### src/rtl/imudr_pkg.sv
// Shared types, constants and helper functions for the inertial dead-reckoning step.
// Used by imudr_core and imu_dead_reckoning_step; depends on nothing.
`default_nettype none

package imudr_pkg;

	typedef logic signed [55:0] wide_t;
	typedef logic signed [31:0] q32_t;
	typedef logic signed [15:0] s16_t;

	// Q16 scale factors: 0.9, 0.1 (filter) and 0.1 (step time).
	localparam logic signed [21:0] K_KEEP = 22'sd58982;
	localparam logic signed [21:0] K_NEW  = 22'sd6554;
	localparam logic signed [21:0] K_DT   = 22'sd6554;

	// Configuration register indexes.
	localparam logic [2:0] CFG_CAL_X     = 3'd0;
	localparam logic [2:0] CFG_CAL_Y     = 3'd1;
	localparam logic [2:0] CFG_CAL_Z     = 3'd2;
	localparam logic [2:0] CFG_GATE_STR  = 3'd3;
	localparam logic [2:0] CFG_STILL_TOL = 3'd4;

	typedef struct packed {
		s16_t        cal_x;
		s16_t        cal_y;
		s16_t        cal_z;
		logic [15:0] gate_strength;
		logic [14:0] still_tolerance;
	} cfg_t;

	typedef struct packed {
		s16_t accel_x;
		s16_t accel_y;
		s16_t accel_z;
		s16_t quat_w;
		s16_t quat_x;
		s16_t quat_y;
		s16_t quat_z;
	} sample_t;

	typedef struct packed {
		logic busy;
		logic done;
	} stat_t;

	function automatic q32_t sat32(input wide_t v);
		if (v > 56'sd2147483647) begin
			return 32'sh7FFFFFFF;
		end else if (v < -56'sd2147483648) begin
			return 32'sh80000000;
		end else begin
			return v[31:0];
		end
	endfunction

	function automatic wide_t mag(input wide_t v);
		return (v < 0) ? -v : v;
	endfunction

endpackage

`default_nettype wire

### src/rtl/imudr_mul.sv
// Shared signed multiplier with a registered product.
// Stand-alone; used by imudr_core for every product of the step.
`default_nettype none

module imudr_mul (
	input  wire logic               clk,
	input  wire logic signed [34:0] a,
	input  wire logic signed [21:0] b,
	output logic signed [56:0]      prod_q
);

	always_ff @(posedge clk) begin
		prod_q <= a * b;
	end

endmodule

`default_nettype wire

### src/rtl/imudr_core.sv
// Sequencer and datapath of the dead-reckoning step: filter, gate, velocity, push.
// Depends on imudr_pkg and drives one imudr_mul instance.
`default_nettype none

module imudr_core import imudr_pkg::*; (
	input  wire logic    clk,
	input  wire logic    arst_n,
	input  wire logic    start,
	input  wire sample_t sample,
	input  wire cfg_t    cfg,
	input  wire logic    out_free,
	output stat_t        stat,
	output q32_t         pos_x,
	output q32_t         pos_y,
	output q32_t         pos_z
);

	localparam logic [4:0] ST_IDLE = 5'd0;
	localparam logic [4:0] ST_A0   = 5'd1;
	localparam logic [4:0] ST_A1   = 5'd2;
	localparam logic [4:0] ST_A2   = 5'd3;
	localparam logic [4:0] ST_A3   = 5'd4;
	localparam logic [4:0] ST_B0   = 5'd5;
	localparam logic [4:0] ST_B1   = 5'd6;
	localparam logic [4:0] ST_C0   = 5'd7;
	localparam logic [4:0] ST_C1   = 5'd8;
	localparam logic [4:0] ST_C2   = 5'd9;
	localparam logic [4:0] ST_C3   = 5'd10;
	localparam logic [4:0] ST_C4   = 5'd11;
	localparam logic [4:0] ST_C5   = 5'd12;
	localparam logic [4:0] ST_C6   = 5'd13;
	localparam logic [4:0] ST_C7   = 5'd14;
	localparam logic [4:0] ST_C8   = 5'd15;
	localparam logic [4:0] ST_C9   = 5'd16;
	localparam logic [4:0] ST_OUT  = 5'd17;

	logic [4:0] step_q;
	logic [1:0] ax_q;

	s16_t s_q [3];
	s16_t qw_q, qx_q, qy_q, qz_q;
	q32_t filt_q [3];
	q32_t gat_q  [3];
	q32_t prev_q [3];
	q32_t vel_q  [3];
	q32_t pos_q  [3];
	logic signed [32:0] force_q [3];
	logic signed [21:0] fwd_q   [3];
	q32_t  fn_q;
	wide_t acc_q;
	wide_t b_q;

	logic signed [34:0] mul_a;
	logic signed [21:0] mul_b;
	logic signed [56:0] prod_q;

	imudr_mul u_mul (
		.clk    (clk),
		.a      (mul_a),
		.b      (mul_b),
		.prod_q (prod_q)
	);

	wide_t p56, s_cur, cal_cur, sum_f, lhs, rhs;
	wide_t vb, pv, am, s_vel, thr, b_new, f_w, g_sum, d_rnd, fwd_lin, fwd_w, pos_cur;
	q32_t  filt_new, v_rnd, v_new, pos_push;
	logic  keep, still;
	logic [1:0] push_ax;

	always_comb begin
		p56     = 56'(prod_q);
		s_cur   = 56'(s_q[ax_q]);
		case (ax_q)
			2'd0:    cal_cur = 56'(cfg.cal_x);
			2'd1:    cal_cur = 56'(cfg.cal_y);
			default: cal_cur = 56'(cfg.cal_z);
		endcase

		sum_f    = acc_q + (p56 <<< 16) + 56'sd32768;
		filt_new = sat32(sum_f >>> 16);

		lhs = mag(s_cur) <<< 8;
		rhs = mag(p56);
		case (ax_q)
			2'd0:    keep = lhs >= rhs;
			2'd1:    keep = ((lhs <<< 2) + lhs) >= (rhs <<< 2);
			default: keep = ((lhs <<< 2) + lhs) >= rhs;
		endcase

		vb    = mag(56'(vel_q[ax_q]));
		pv    = 56'(prev_q[ax_q]);
		am    = mag(56'(gat_q[ax_q]));
		s_vel = vb + pv + ((am - pv) >>> 1);
		thr   = $signed({25'd0, cfg.still_tolerance, 16'd0});
		still = am < thr;
		v_rnd = sat32((p56 + 56'sd32768) >>> 16);
		v_new = still ? 32'sd0 : v_rnd;
		b_new = still ? 56'sd0 : b_q;
		f_w   = b_new + ((mag(56'(v_new)) - b_new) >>> 1);

		g_sum = 56'(force_q[0]) + 56'(force_q[1]);
		d_rnd = (p56 + 56'sd32768) >>> 16;
		case (step_q)
			ST_C7:   push_ax = 2'd0;
			ST_C8:   push_ax = 2'd1;
			default: push_ax = 2'd2;
		endcase
		pos_cur  = 56'(pos_q[push_ax]);
		pos_push = sat32(pos_cur + d_rnd);

		case (step_q)
			ST_C2:   fwd_lin = (acc_q - p56) <<< 1;
			ST_C4:   fwd_lin = 56'sd268435456 - ((acc_q + p56) <<< 1);
			default: fwd_lin = (acc_q + p56) <<< 1;
		endcase
		fwd_w = (fwd_lin + 56'sd2048) >>> 12;

		case (step_q)
			ST_A0: begin
				mul_a = 35'(filt_q[ax_q]);
				mul_b = K_KEEP;
			end
			ST_A1: begin
				mul_a = 35'(s_q[ax_q]);
				mul_b = K_NEW;
			end
			ST_A2: begin
				mul_a = cal_cur[34:0];
				mul_b = $signed({6'd0, cfg.gate_strength});
			end
			ST_B0: begin
				mul_a = s_vel[34:0];
				mul_b = K_DT;
			end
			ST_C0: begin
				mul_a = 35'(qx_q);
				mul_b = 22'(qy_q);
			end
			ST_C1: begin
				mul_a = 35'(qw_q);
				mul_b = 22'(qz_q);
			end
			ST_C2: begin
				mul_a = 35'(qx_q);
				mul_b = 22'(qx_q);
			end
			ST_C3: begin
				mul_a = 35'(qz_q);
				mul_b = 22'(qz_q);
			end
			ST_C4: begin
				mul_a = 35'(qw_q);
				mul_b = 22'(qx_q);
			end
			ST_C5: begin
				mul_a = 35'(qy_q);
				mul_b = 22'(qz_q);
			end
			ST_C6: begin
				mul_a = g_sum[34:0];
				mul_b = fwd_q[0];
			end
			ST_C7: begin
				mul_a = g_sum[34:0];
				mul_b = fwd_q[1];
			end
			ST_C8: begin
				mul_a = g_sum[34:0];
				mul_b = fwd_q[2];
			end
			default: begin
				mul_a = '0;
				mul_b = '0;
			end
		endcase
	end

	always_ff @(posedge clk or negedge arst_n) begin
		if (!arst_n) begin
			step_q <= ST_IDLE;
			ax_q   <= 2'd0;
			for (int i = 0; i < 3; i++) begin
				filt_q[i] <= '0;
				gat_q[i]  <= '0;
				vel_q[i]  <= '0;
				pos_q[i]  <= '0;
			end
		end else begin
			case (step_q)
				ST_IDLE: begin
					if (start) begin
						s_q[0] <= sample.accel_x;
						s_q[1] <= sample.accel_y;
						s_q[2] <= sample.accel_z;
						qw_q   <= sample.quat_w;
						qx_q   <= sample.quat_x;
						qy_q   <= sample.quat_y;
						qz_q   <= sample.quat_z;
						ax_q   <= 2'd0;
						step_q <= ST_A0;
					end
				end
				ST_A0: step_q <= ST_A1;
				ST_A1: begin
					acc_q  <= p56;
					step_q <= ST_A2;
				end
				ST_A2: begin
					filt_q[ax_q] <= filt_new;
					fn_q         <= filt_new;
					step_q       <= ST_A3;
				end
				ST_A3: begin
					// The previous gated value is kept for the velocity pass.
					prev_q[ax_q] <= gat_q[ax_q];
					gat_q[ax_q]  <= keep ? fn_q : 32'sd0;
					if (ax_q == 2'd2) begin
						ax_q   <= 2'd0;
						step_q <= ST_B0;
					end else begin
						ax_q   <= ax_q + 2'd1;
						step_q <= ST_A0;
					end
				end
				ST_B0: begin
					b_q    <= vb;
					step_q <= ST_B1;
				end
				ST_B1: begin
					vel_q[ax_q]   <= v_new;
					force_q[ax_q] <= f_w[32:0];
					if (ax_q == 2'd2) begin
						ax_q   <= 2'd0;
						step_q <= ST_C0;
					end else begin
						ax_q   <= ax_q + 2'd1;
						step_q <= ST_B0;
					end
				end
				ST_C0: begin
					pos_q[2] <= sat32(56'(pos_q[2]) + 56'(force_q[2]));
					step_q   <= ST_C1;
				end
				ST_C1: begin
					acc_q  <= p56;
					step_q <= ST_C2;
				end
				ST_C2: begin
					fwd_q[0] <= fwd_w[21:0];
					step_q   <= ST_C3;
				end
				ST_C3: begin
					acc_q  <= p56;
					step_q <= ST_C4;
				end
				ST_C4: begin
					fwd_q[1] <= fwd_w[21:0];
					step_q   <= ST_C5;
				end
				ST_C5: begin
					acc_q  <= p56;
					step_q <= ST_C6;
				end
				ST_C6: begin
					fwd_q[2] <= fwd_w[21:0];
					step_q   <= ST_C7;
				end
				ST_C7, ST_C8, ST_C9: begin
					pos_q[push_ax] <= pos_push;
					step_q         <= (step_q == ST_C9) ? ST_OUT : step_q + 5'd1;
				end
				ST_OUT: begin
					if (out_free) begin
						step_q <= ST_IDLE;
					end
				end
				default: step_q <= ST_IDLE;
			endcase
		end
	end

	always_comb begin
		stat.busy = step_q != ST_IDLE;
		stat.done = (step_q == ST_OUT) && out_free;
	end

	assign pos_x = pos_q[0];
	assign pos_y = pos_q[1];
	assign pos_z = pos_q[2];

endmodule

`default_nettype wire

### src/rtl/imu_dead_reckoning_step.sv
// Usage
// Input stream (s_t*): one request per sample, acceleration x/y/z and quaternion w/x/y/z.
// Output stream (m_t*): one request per sample, the new position x/y/z in Q16.16.
// Configuration channel (cfg_*): register index and data, always ready; write it only
// while no sample is in flight.
// A sample is taken when the block is idle; s_tready then stays low for the whole step.
// The step runs on one shared multiplier under a sequencer: filter and gate (states A0-A3
// per axis), velocity (B0-B1 per axis), forward vector and position (C0-C9), and a final
// state that hands over the result; the block takes a new sample only after its step is
// back in the idle state.
// The result sits in an output register; the next sample is accepted while it waits.
// If the receiver stalls, the following step finishes its arithmetic and then holds
// in its last state until the output register is free.
// Reset clears all filter, velocity and position state and loads the register defaults
// (gate strength 1.0, everything else zero).
// Depends on imudr_pkg and imudr_core.
`default_nettype none

module imu_dead_reckoning_step import imudr_pkg::*; (
	input  wire logic         clk,
	input  wire logic         arst_n,
	input  wire logic         s_tvalid,
	output logic              s_tready,
	// accel_x, accel_y, accel_z, quat_w, quat_x, quat_y, quat_z, 16 bits each
	input  wire logic [111:0] s_tdata,
	output logic              m_tvalid,
	input  wire logic         m_tready,
	// pos_x, pos_y, pos_z, 32 bits each
	output logic [95:0]       m_tdata,
	input  wire logic         cfg_valid,
	output logic              cfg_ready,
	input  wire logic [2:0]   cfg_index,
	input  wire logic [15:0]  cfg_data
);

	cfg_t    cfg_q;
	sample_t sample;
	stat_t   stat;
	q32_t    pos_x, pos_y, pos_z;
	logic    out_free;

	assign cfg_ready = 1'b1;

	always_ff @(posedge clk or negedge arst_n) begin
		if (!arst_n) begin
			cfg_q.cal_x           <= '0;
			cfg_q.cal_y           <= '0;
			cfg_q.cal_z           <= '0;
			cfg_q.gate_strength   <= 16'd256;
			cfg_q.still_tolerance <= '0;
		end else if (cfg_valid) begin
			case (cfg_index)
				CFG_CAL_X:     cfg_q.cal_x           <= cfg_data;
				CFG_CAL_Y:     cfg_q.cal_y           <= cfg_data;
				CFG_CAL_Z:     cfg_q.cal_z           <= cfg_data;
				CFG_GATE_STR:  cfg_q.gate_strength   <= cfg_data;
				CFG_STILL_TOL: cfg_q.still_tolerance <= cfg_data[14:0];
				default: ;
			endcase
		end
	end

	always_comb begin
		sample.accel_x = s_tdata[15:0];
		sample.accel_y = s_tdata[31:16];
		sample.accel_z = s_tdata[47:32];
		sample.quat_w  = s_tdata[63:48];
		sample.quat_x  = s_tdata[79:64];
		sample.quat_y  = s_tdata[95:80];
		sample.quat_z  = s_tdata[111:96];
	end

	assign s_tready = !stat.busy;
	assign out_free = !m_tvalid || m_tready;

	imudr_core u_core (
		.clk      (clk),
		.arst_n   (arst_n),
		.start    (s_tvalid && s_tready),
		.sample   (sample),
		.cfg      (cfg_q),
		.out_free (out_free),
		.stat     (stat),
		.pos_x    (pos_x),
		.pos_y    (pos_y),
		.pos_z    (pos_z)
	);

	always_ff @(posedge clk or negedge arst_n) begin
		if (!arst_n) begin
			m_tvalid <= 1'b0;
		end else if (stat.done) begin
			m_tvalid <= 1'b1;
		end else if (m_tready) begin
			m_tvalid <= 1'b0;
		end
	end

	always_ff @(posedge clk) begin
		if (stat.done) begin
			m_tdata <= {pos_z, pos_y, pos_x};
		end
	end

endmodule

`default_nettype wire

### config.mk
export PLATFORM = sky130hd
export DESIGN_NAME = imu_dead_reckoning_step
export DESIGN_NICKNAME = d
export VERILOG_FILES = /design/src/rtl/imudr_pkg.sv /design/src/rtl/imudr_mul.sv /design/src/rtl/imudr_core.sv /design/src/rtl/imu_dead_reckoning_step.sv
export SDC_FILE = /design/constraint.sdc
export NUM_CORES = 2
export LEC_CHECK = 0
export BUFFER_PORTS_ARGS = -buffer_cell sky130_fd_sc_hd__clkbuf_2
export CAP_MARGIN = 30
export CORE_AREA = 3 3 412 414
export DETAILED_ROUTE_END_ITERATION = 16
export DIE_AREA = 0 0 415 417
export PLACE_DENSITY = 0.79
export SLEW_MARGIN = 40
export SYNTH_ARGS = -nofsm -noshare
export SYNTH_HDL_FRONTEND = slang
export SYNTH_SLANG_ARGS = --single-unit
### constraint.sdc
create_clock -name clk -period 15.7 [get_ports clk]
set_clock_uncertainty 0.2 [all_clocks]
set_input_delay 0 -clock clk [delete_from_list [all_inputs] [get_ports clk]]
set_output_delay 0 -clock clk [all_outputs]
set_load 0.005 [all_outputs]
# Yosys cells after proc, flatten, opt, wreduce, memory -nomap -nowiden
# Memories as Yosys holds them, arrays and structs flattened.
# Index checks and enable logic that the tools add are counted.
classes:
  multipliers: 1
  reduce_logical: 42
  n_eq_ne: 25
  addsub: 23
  magnitude_cmp: 21
  n_mux: 73
  bitwise_logic: 2
op_table:
  columns: ["operator", "count"]
  rows:
  - ["$mux W32", 20]
  - ["$bwmux W96", 4]
  - ["$pmux W35 S9", 1]
  - ["$bmux W32 S2", 4]
  - ["$pmux W22 S9", 1]
  - ["$ge A56 B56 Y1", 3]
  - ["$demux W32 S2", 2]
  - ["$add A56 B17 Y56 const B", 2]
  - ["$add A56 B56 Y56", 2]
  - ["$gt A56 B32 Y1 const B", 2]
  - ["$lt A56 B32 Y1 const B", 2]
  - ["$mux W56", 2]
  - ["$lt A32 B1 Y1 const B", 3]
  - ["$gt A40 B32 Y1 const B", 2]
  - ["$lt A40 B32 Y1 const B", 2]
  - ["$pmux W5 S16", 1]
  - ["$pmux W35 S2", 1]
  - ["$mux W34", 2]
  - ["$pmux W34 S2", 1]
  - ["$add A33 B33 Y33", 2]
  - ["$pmux W32 S2", 1]
  - ["$lt A56 B1 Y1 const B", 1]
  - ["$lt A56 B32 Y1", 1]
  - ["$mul A35 B22 Y56", 1]
  - ["55 further kinds", 124]
totals:
  ram_bits: 309
  mem_count: 4
  register_bits: 809
  input_bits: 136
memory_table:
  columns: ["name", "depth", "width", "rd", "rd_clocked_by_memory_dff", "write_ports", "line_no", "rtl"]
  rows:
  - ["u_core.force_q", 3, 33, 3, 0, 1, "imudr_core.sv:47", "logic signed [32:0] force_q [3];"]
  - ["u_core.prev_q", 3, 32, 1, 0, 1, "imudr_core.sv:44", "q32_t prev_q [3];"]
  - ["u_core.fwd_q", 3, 22, 3, 0, 1, "imudr_core.sv:48", "logic signed [21:0] fwd_q [3];"]
  - ["u_core.s_q", 3, 16, 1, 0, 3, "imudr_core.sv:40", "s16_t s_q [3];"]

# Logic depth before layout (Yosys ltp)
logic_depth:
  depth_word: 12
  ltp_mapped: 73

# Modules after synthesis
# Synthesis repeated with hierarchy kept, for this count alone.
unflattened:
  cells_unflattened: 10273
  hier_area_um2: 97991.5
by_module_without_submodules:
  columns: ["module", "instances", "area_per_inst_um2", "cells_each"]
  rows:
  - ["imudr_core", 1, 64235.4, 6974]
  - ["imudr_mul", 1, 27789.2, 3025]
  - ["imu_dead_reckoning_step", 1, 5967.0, 274]

# Worst setup path before layout
# OpenSTA, ideal clock, no wires.
synth_path:
  kind: "register to register"
  from: "reg u_core.ax_q[0]"
  to: "reg u_core.u_mul.prod_q[55]"
  arrival_time_ns: 15.105
  synth_period_minus_slack_ns: 15.426
  stages_incl_launch_ff: 62
  slack_ns: 0.274
  path_cell_list: "dfrtp_1 buf_2 buf_2 buf_2 clkbuf_1 buf_2 buf_2 buf_1 clkbuf_1 buf_1 clkbuf_1 mux2i_1 nor2_1 a21oi_1 ha_1 a21o_1 a21oi_1 o21bai_1 [26 not listed] fa_1 fa_1 fa_1 inv_1 fa_1 inv_1 ha_1 a21o_1 nand2b_1 o31ai_1 a21oi_1 a22oi_1 a211oi_1 nand4_1 nand4b_1 a21oi_1 xnor2_1 xnor2_1"
synth_via:
  elab_chain_len: 10
  elab_cells_between_ends: 26
  cone_classes: "5 x add/sub; 1 x mul; 2 x order compare; 1 x eq/ne; 13 x mux; 1 x bitwise; 1 x reduce/logical; 2 x memory"
synth_rtl:
  columns: ["element", "line_no", "rtl"]
  rows:
  - ["start, declared", "imudr_core.sv:38", "logic [1:0] ax_q;"]
  - ["start signal, assigned", "imudr_core.sv:221", "ax_q <= ax_q + 2'd1;"]
  - ["start signal, assigned", "imudr_core.sv:236", "ax_q <= ax_q + 2'd1;"]
  - ["$not A2 Y3 (not written as such)", "imudr_core.sv:90, imudr_core.sv:92, imudr_core.sv:120", null]
  - ["$bmux W32 S2, on equally long branches", "imudr_core.sv:92, imudr_core.sv:90", null]
  - ["$mux W32, on equally long branches (2 in a row)", "imudr_core.sv:92, imudr_core.sv:90", null]
  - ["$neg A32 Y56 (tied with other cells)", "imudr_pkg.sv:57", "return (v < 0) ? -v : v;"]
  - ["$mux W56 or $mux W35 (tied branches)", "imudr_pkg.sv:57", null]
  - ["$sub A36 B32 Y36 or $add A35 B32 Y35 (tied branches)", "imudr_core.sv:93", "s_vel = vb + pv + ((am - pv) >>> 1);"]
  - ["$add A35 B35 Y35", "imudr_core.sv:93", null]
  - ["$pmux W35 S9 *", "imudr_core.sv:118", "case (step_q)"]
  - ["$mul A35 B22 Y56 *", "imudr_mul.sv:13", "prod_q <= a * b;"]
  - ["end signal, assigned", "imudr_mul.sv:13", null]
  - ["end, declared", "imudr_mul.sv:9", "output logic signed [56:0] prod_q"]
# Mark *: on every way between the ends. The rest lies on a longest branch, timed or not. The select of a mux whose other input is x is not followed.
# A chain may end at the register's enable or synchronous reset.

# Worst setup path in the final report
layout_path:
  from: "reg u_core.ax_q[0]"
  to: "reg u_core.u_mul.prod_q[54]"
# Same word-level chain as after synthesis.

==> run summary <==
Detailed Routing Iterations Pass 1 -> 11
Hold Violations, Final -> 0
Slowest cell delay on critical path -> 0.58 ns
Total CTS buffers -> 116
Total half-perimeter wirelength after legalization and detailed placement -> 259 mm
Run status -> completed
Worst-Skew Late Latency -> 0.79 ns
Number of sinks handled by clock tree synthesis -> 1118
Post-detailed-route wirelength per cell -> 26.4 µm
Library cell appearing most often on the critical path -> sky130_fd_sc_hd__fa_1
Die Span X -> 415 µm
Post-DRT Antenna Nets -> 0
P&R area growth vs syn -> 12.2%
Critical R2R Capture -> u_core.u_mul.prod_q[54]
Reg2reg setup slack -> 0.77 ns
Final Worst Setup Slack -> 0.774 ns
Full die area -> 0.173 mm²
Max Fclk -> 0.0670 GHz
All-layer global routing usage -> 39.9%
Clock root buffer -> sky130_fd_sc_hd__clkbuf_16
Max Cap Viol -> 0
Seq cells post-synth -> 1118
Die Height -> 417 µm
Number of standard-cell rows in the floorplan -> 150
Number of cells produced by synthesis -> 10.4k
Layout net count -> 12.5k
Largest fanout of any net on the critical path -> 14
Filler cells -> 13.0k
Global route overflow -> 0
Largest area contributor in the netlist -> sky130_fd_sc_hd__edfxtp_1
Cell with the biggest individual delay on the critical path -> sky130_fd_sc_hd__fa_1
Initial core utilization -> 58.8%
Number of I/O pins -> 235
FF-to-FF Start -> u_core.ax_q[0]
Data arrival time at the worst-slack endpoint -> 15.38 ns
DRT Wirelength -> 348 mm
Count of yosys warnings during synthesis -> 0
Clock transition time at the flip-flop clock pins of the worst setup and hold paths -> 0.07 ns
Vias in the first global route -> 84.8k
Instance count along the most critical hold path -> 4
Hold Path Class -> in -> reg
Data required time at the worst endpoint -> 16.15 ns
Measured slew at the worst slew-check pin -> 1.09 ns
Placement Setup Slack -> 0.568 ns
Level count of the clock H-tree -> 3
Count of pins over their slew limit -> 0
Path depth of the worst reg2reg path -> 53
Kind of start point of the critical path -> register
Cell area after technology mapping -> 0.0979 mm²
Share of layout cells above drive strength 1 -> 8.66%
Origin of the worst setup path -> u_core.ax_q[0]
First-pass GRT wire length -> 520 mm
Sequential area share after synthesis -> 31.3%
Overall via count from detail_route -> 83.5k
Total setup violations reported at the end of the flow -> 0
Number of distinct library cell variants in the gate-level netlist after synthesis -> 107
Mean area per synthesized cell -> 9.45 µm²
Initial antenna violation count -> 27
Post-synth EDFFs -> 591
CTS tree -> yes
Buffers added on ports -> 233
CTS max path bufs -> 3
Post-detailed-route via-to-cell ratio -> 6.33
Crit path time final -> 14.93 ns
Fraction of post-synthesis cell area in the top cell type by area -> 18.1%
Sort of element at the end of the critical path -> register
Worst hold path endpoint -> cfg_q[42]
Global placer's final weighted congestion -> 1.05
Fraction of registers with async set or reset after synthesis -> 42.1%
Max transition margin -> 27.2%
Area inside the core boundary -> 0.167 mm²
Maximum number of pins on one net before global-route repair -> 97
Leading register cell type out of synthesis -> sky130_fd_sc_hd__edfxtp_1
Tcrit/Tclk final -> 95.1%
Top cells by area in the synthesized netlist -> sky130_fd_sc_hd__edfxtp_1 (18%), sky130_fd_sc_hd__fa_1 (16%), sky130_fd_sc_hd__dfrtp_1 (12%)
Iteration-0 DRC Markers -> 10.3k
Class of the most critical setup path -> reg -> reg
Start point of the worst min-delay path -> cfg_index[0]
Detailed-route DRC error count -> 0
worst max-delay path by stage:
stage	to
after floorplan	u_core.u_mul.prod_q[55]
after global placement	u_core.u_mul.prod_q[54]
after detailed placement	u_core.u_mul.prod_q[54]
after CTS	u_core.u_mul.prod_q[54]
after global routing	u_core.u_mul.prod_q[55]
final	u_core.u_mul.prod_q[54]
layer usage:
| layer | track usage [%] | part of all wire, % |
|---|---|---|
| met3 | 10.1 | 11 |
| met2 | 62.9 | 45 |
| met1 | 47.8 | 36 |
| met4 | 28.7 | 8.9 |
| met5 | 0.306 | 0.065 |
logic make-up after synthesis:
group | Yosys count | synth area share, %
fa+ha+maj | 1500 | 25.1
other cells | 2 | 0.00767
xor+xnor | 633 | 5.66
simple gates | 2985 | 14.1
mux | 300 | 3.20
buf+inv | 1524 | 5.92
flops | 1118 | 31.3
compound gates | 2296 | 14.7
metrics by stage:
stage	area, µm²	cells	TNS, ns	util (%)	hold slack (ns)
4_1_cts	110000	13164	0	65.7	0.00319
6_report	110000	13188	0	65.9	0.0873
3_3_place_gp	102000	12648	0	61.5	-0.266
2_1_floorplan	98300	10445	0	-	-0.496
3_5_place_dp	103000	12659	0	61.7	-0.260
5_1_grt	110000	13181	-0.0000941	65.9	0.0975
Yosys cell counts, types with 20 or more instances:
cell	instances
sky130_fd_sc_hd__a2111oi_0	20
sky130_fd_sc_hd__a211o_1	21
sky130_fd_sc_hd__a211oi_1	54
sky130_fd_sc_hd__a21boi_0	33
sky130_fd_sc_hd__a21o_1	234
sky130_fd_sc_hd__a21oi_1	700
sky130_fd_sc_hd__a221oi_1	37
sky130_fd_sc_hd__a22oi_1	54
sky130_fd_sc_hd__a31oi_1	67
sky130_fd_sc_hd__and2_1	193
sky130_fd_sc_hd__and3_1	55
sky130_fd_sc_hd__and4_1	25
sky130_fd_sc_hd__buf_1	36
sky130_fd_sc_hd__buf_2	28
sky130_fd_sc_hd__clkbuf_1	368
sky130_fd_sc_hd__dfrtp_1	470
sky130_fd_sc_hd__dfxtp_1	56
sky130_fd_sc_hd__edfxtp_1	591
sky130_fd_sc_hd__fa_1	781
sky130_fd_sc_hd__ha_1	715
sky130_fd_sc_hd__inv_1	1079
sky130_fd_sc_hd__mux2_2	98
sky130_fd_sc_hd__mux2i_1	201
sky130_fd_sc_hd__nand2_1	1317
sky130_fd_sc_hd__nand2b_1	125
sky130_fd_sc_hd__nand3_1	130
sky130_fd_sc_hd__nand4_1	97
sky130_fd_sc_hd__nor2_1	627
sky130_fd_sc_hd__nor2b_1	108
sky130_fd_sc_hd__nor3_1	109
sky130_fd_sc_hd__nor4_1	39
sky130_fd_sc_hd__o211ai_1	28
sky130_fd_sc_hd__o21a_1	90
sky130_fd_sc_hd__o21ai_0	580
sky130_fd_sc_hd__o21bai_1	78
sky130_fd_sc_hd__o22ai_1	34
sky130_fd_sc_hd__o2bb2ai_1	23
sky130_fd_sc_hd__o31ai_1	35
sky130_fd_sc_hd__or2_2	31
sky130_fd_sc_hd__or3_1	51
sky130_fd_sc_hd__xnor2_1	436
sky130_fd_sc_hd__xor2_1	197
registers in the layout, indices dropped and copies added (netlist names), 48 cells and up:
name,count
u_core.gat_q,96
u_core.vel_q,96
u_core.filt_q,96
u_core.prev_q,96
u_core.s_q,48
cfg_q,79
u_core.fwd_q,66
m_tdata,96
u_core.u_mul.prod_q,56
u_core.force_q,99
u_core.acc_q,56
critical path, delay by kind of cell, from the launching register on:
kind / cells / cell delay [ns]
AO/OA/AOI/OAI: 24 / 5.30
XOR/XNOR: 4 / 0.77
buffers and inverters: 4 / 0.67
flip-flops: 1 / 0.57
AND/OR/NAND/NOR: 10 / 2.07
adder cells (fa/ha/maj): 11 / 5.19
layout by cell type, fill, tap and decap left out, types with 34 or more instances in the layout:
cell / count
sky130_fd_sc_hd__nand2_1: 1312
sky130_fd_sc_hd__inv_1: 1078
sky130_fd_sc_hd__fa_1: 781
sky130_fd_sc_hd__ha_1: 714
sky130_fd_sc_hd__a21oi_1: 690
sky130_fd_sc_hd__nor2_1: 609
sky130_fd_sc_hd__edfxtp_1: 591
sky130_fd_sc_hd__o21ai_0: 562
sky130_fd_sc_hd__dfrtp_1: 468
sky130_fd_sc_hd__xnor2_1: 425
sky130_fd_sc_hd__dlygate4sd3_1: 282
sky130_fd_sc_hd__a21o_1: 233
sky130_fd_sc_hd__clkbuf_2: 232
sky130_fd_sc_hd__buf_4: 210
sky130_fd_sc_hd__mux2i_1: 200
sky130_fd_sc_hd__xor2_1: 194
sky130_fd_sc_hd__and2_1: 192
sky130_fd_sc_hd__nand3_1: 129
sky130_fd_sc_hd__nand2b_1: 125
sky130_fd_sc_hd__clkbuf_16: 121
sky130_fd_sc_hd__nor2b_1: 107
sky130_fd_sc_hd__nor3_1: 102
sky130_fd_sc_hd__mux2_2: 98
sky130_fd_sc_hd__nand4_1: 97
sky130_fd_sc_hd__conb_1: 89
sky130_fd_sc_hd__o21a_1: 88
sky130_fd_sc_hd__o21bai_1: 77
sky130_fd_sc_hd__a31oi_1: 66
sky130_fd_sc_hd__dfxtp_1: 55
sky130_fd_sc_hd__a22oi_1: 54
sky130_fd_sc_hd__and3_1: 52
sky130_fd_sc_hd__or3_1: 51
sky130_fd_sc_hd__a211oi_1: 47
sky130_fd_sc_hd__clkbuf_1: 37
sky130_fd_sc_hd__a221oi_1: 35
sky130_fd_sc_hd__nor4_1: 35
sky130_fd_sc_hd__o31ai_1: 34
final cells by class:
class                      count  area (µm²)  share of cell area [%]
antenna                       13        32.5                  0.0296
sequential                  1118       30700                    27.9
inverter                    1082        4060                    3.70
timing repair buffer         746        5930                    5.40
clock buffer                 170        3330                    3.03
multi-input combinational   7803       62500                    56.9
tap                         2204        2760                    2.51
clock inverter                52         561                   0.510
timing repair:
item,4_1_cts,5_1_grt
endpoints found under the hold margin,566,0
hold buffers,283,0
endpoints found under the setup margin,0,9
resized for setup,0,19
buffers inserted,0,10
Power is not shown: default switching activity piles up to over one toggle a cycle in this logic, so the estimate is an artifact.
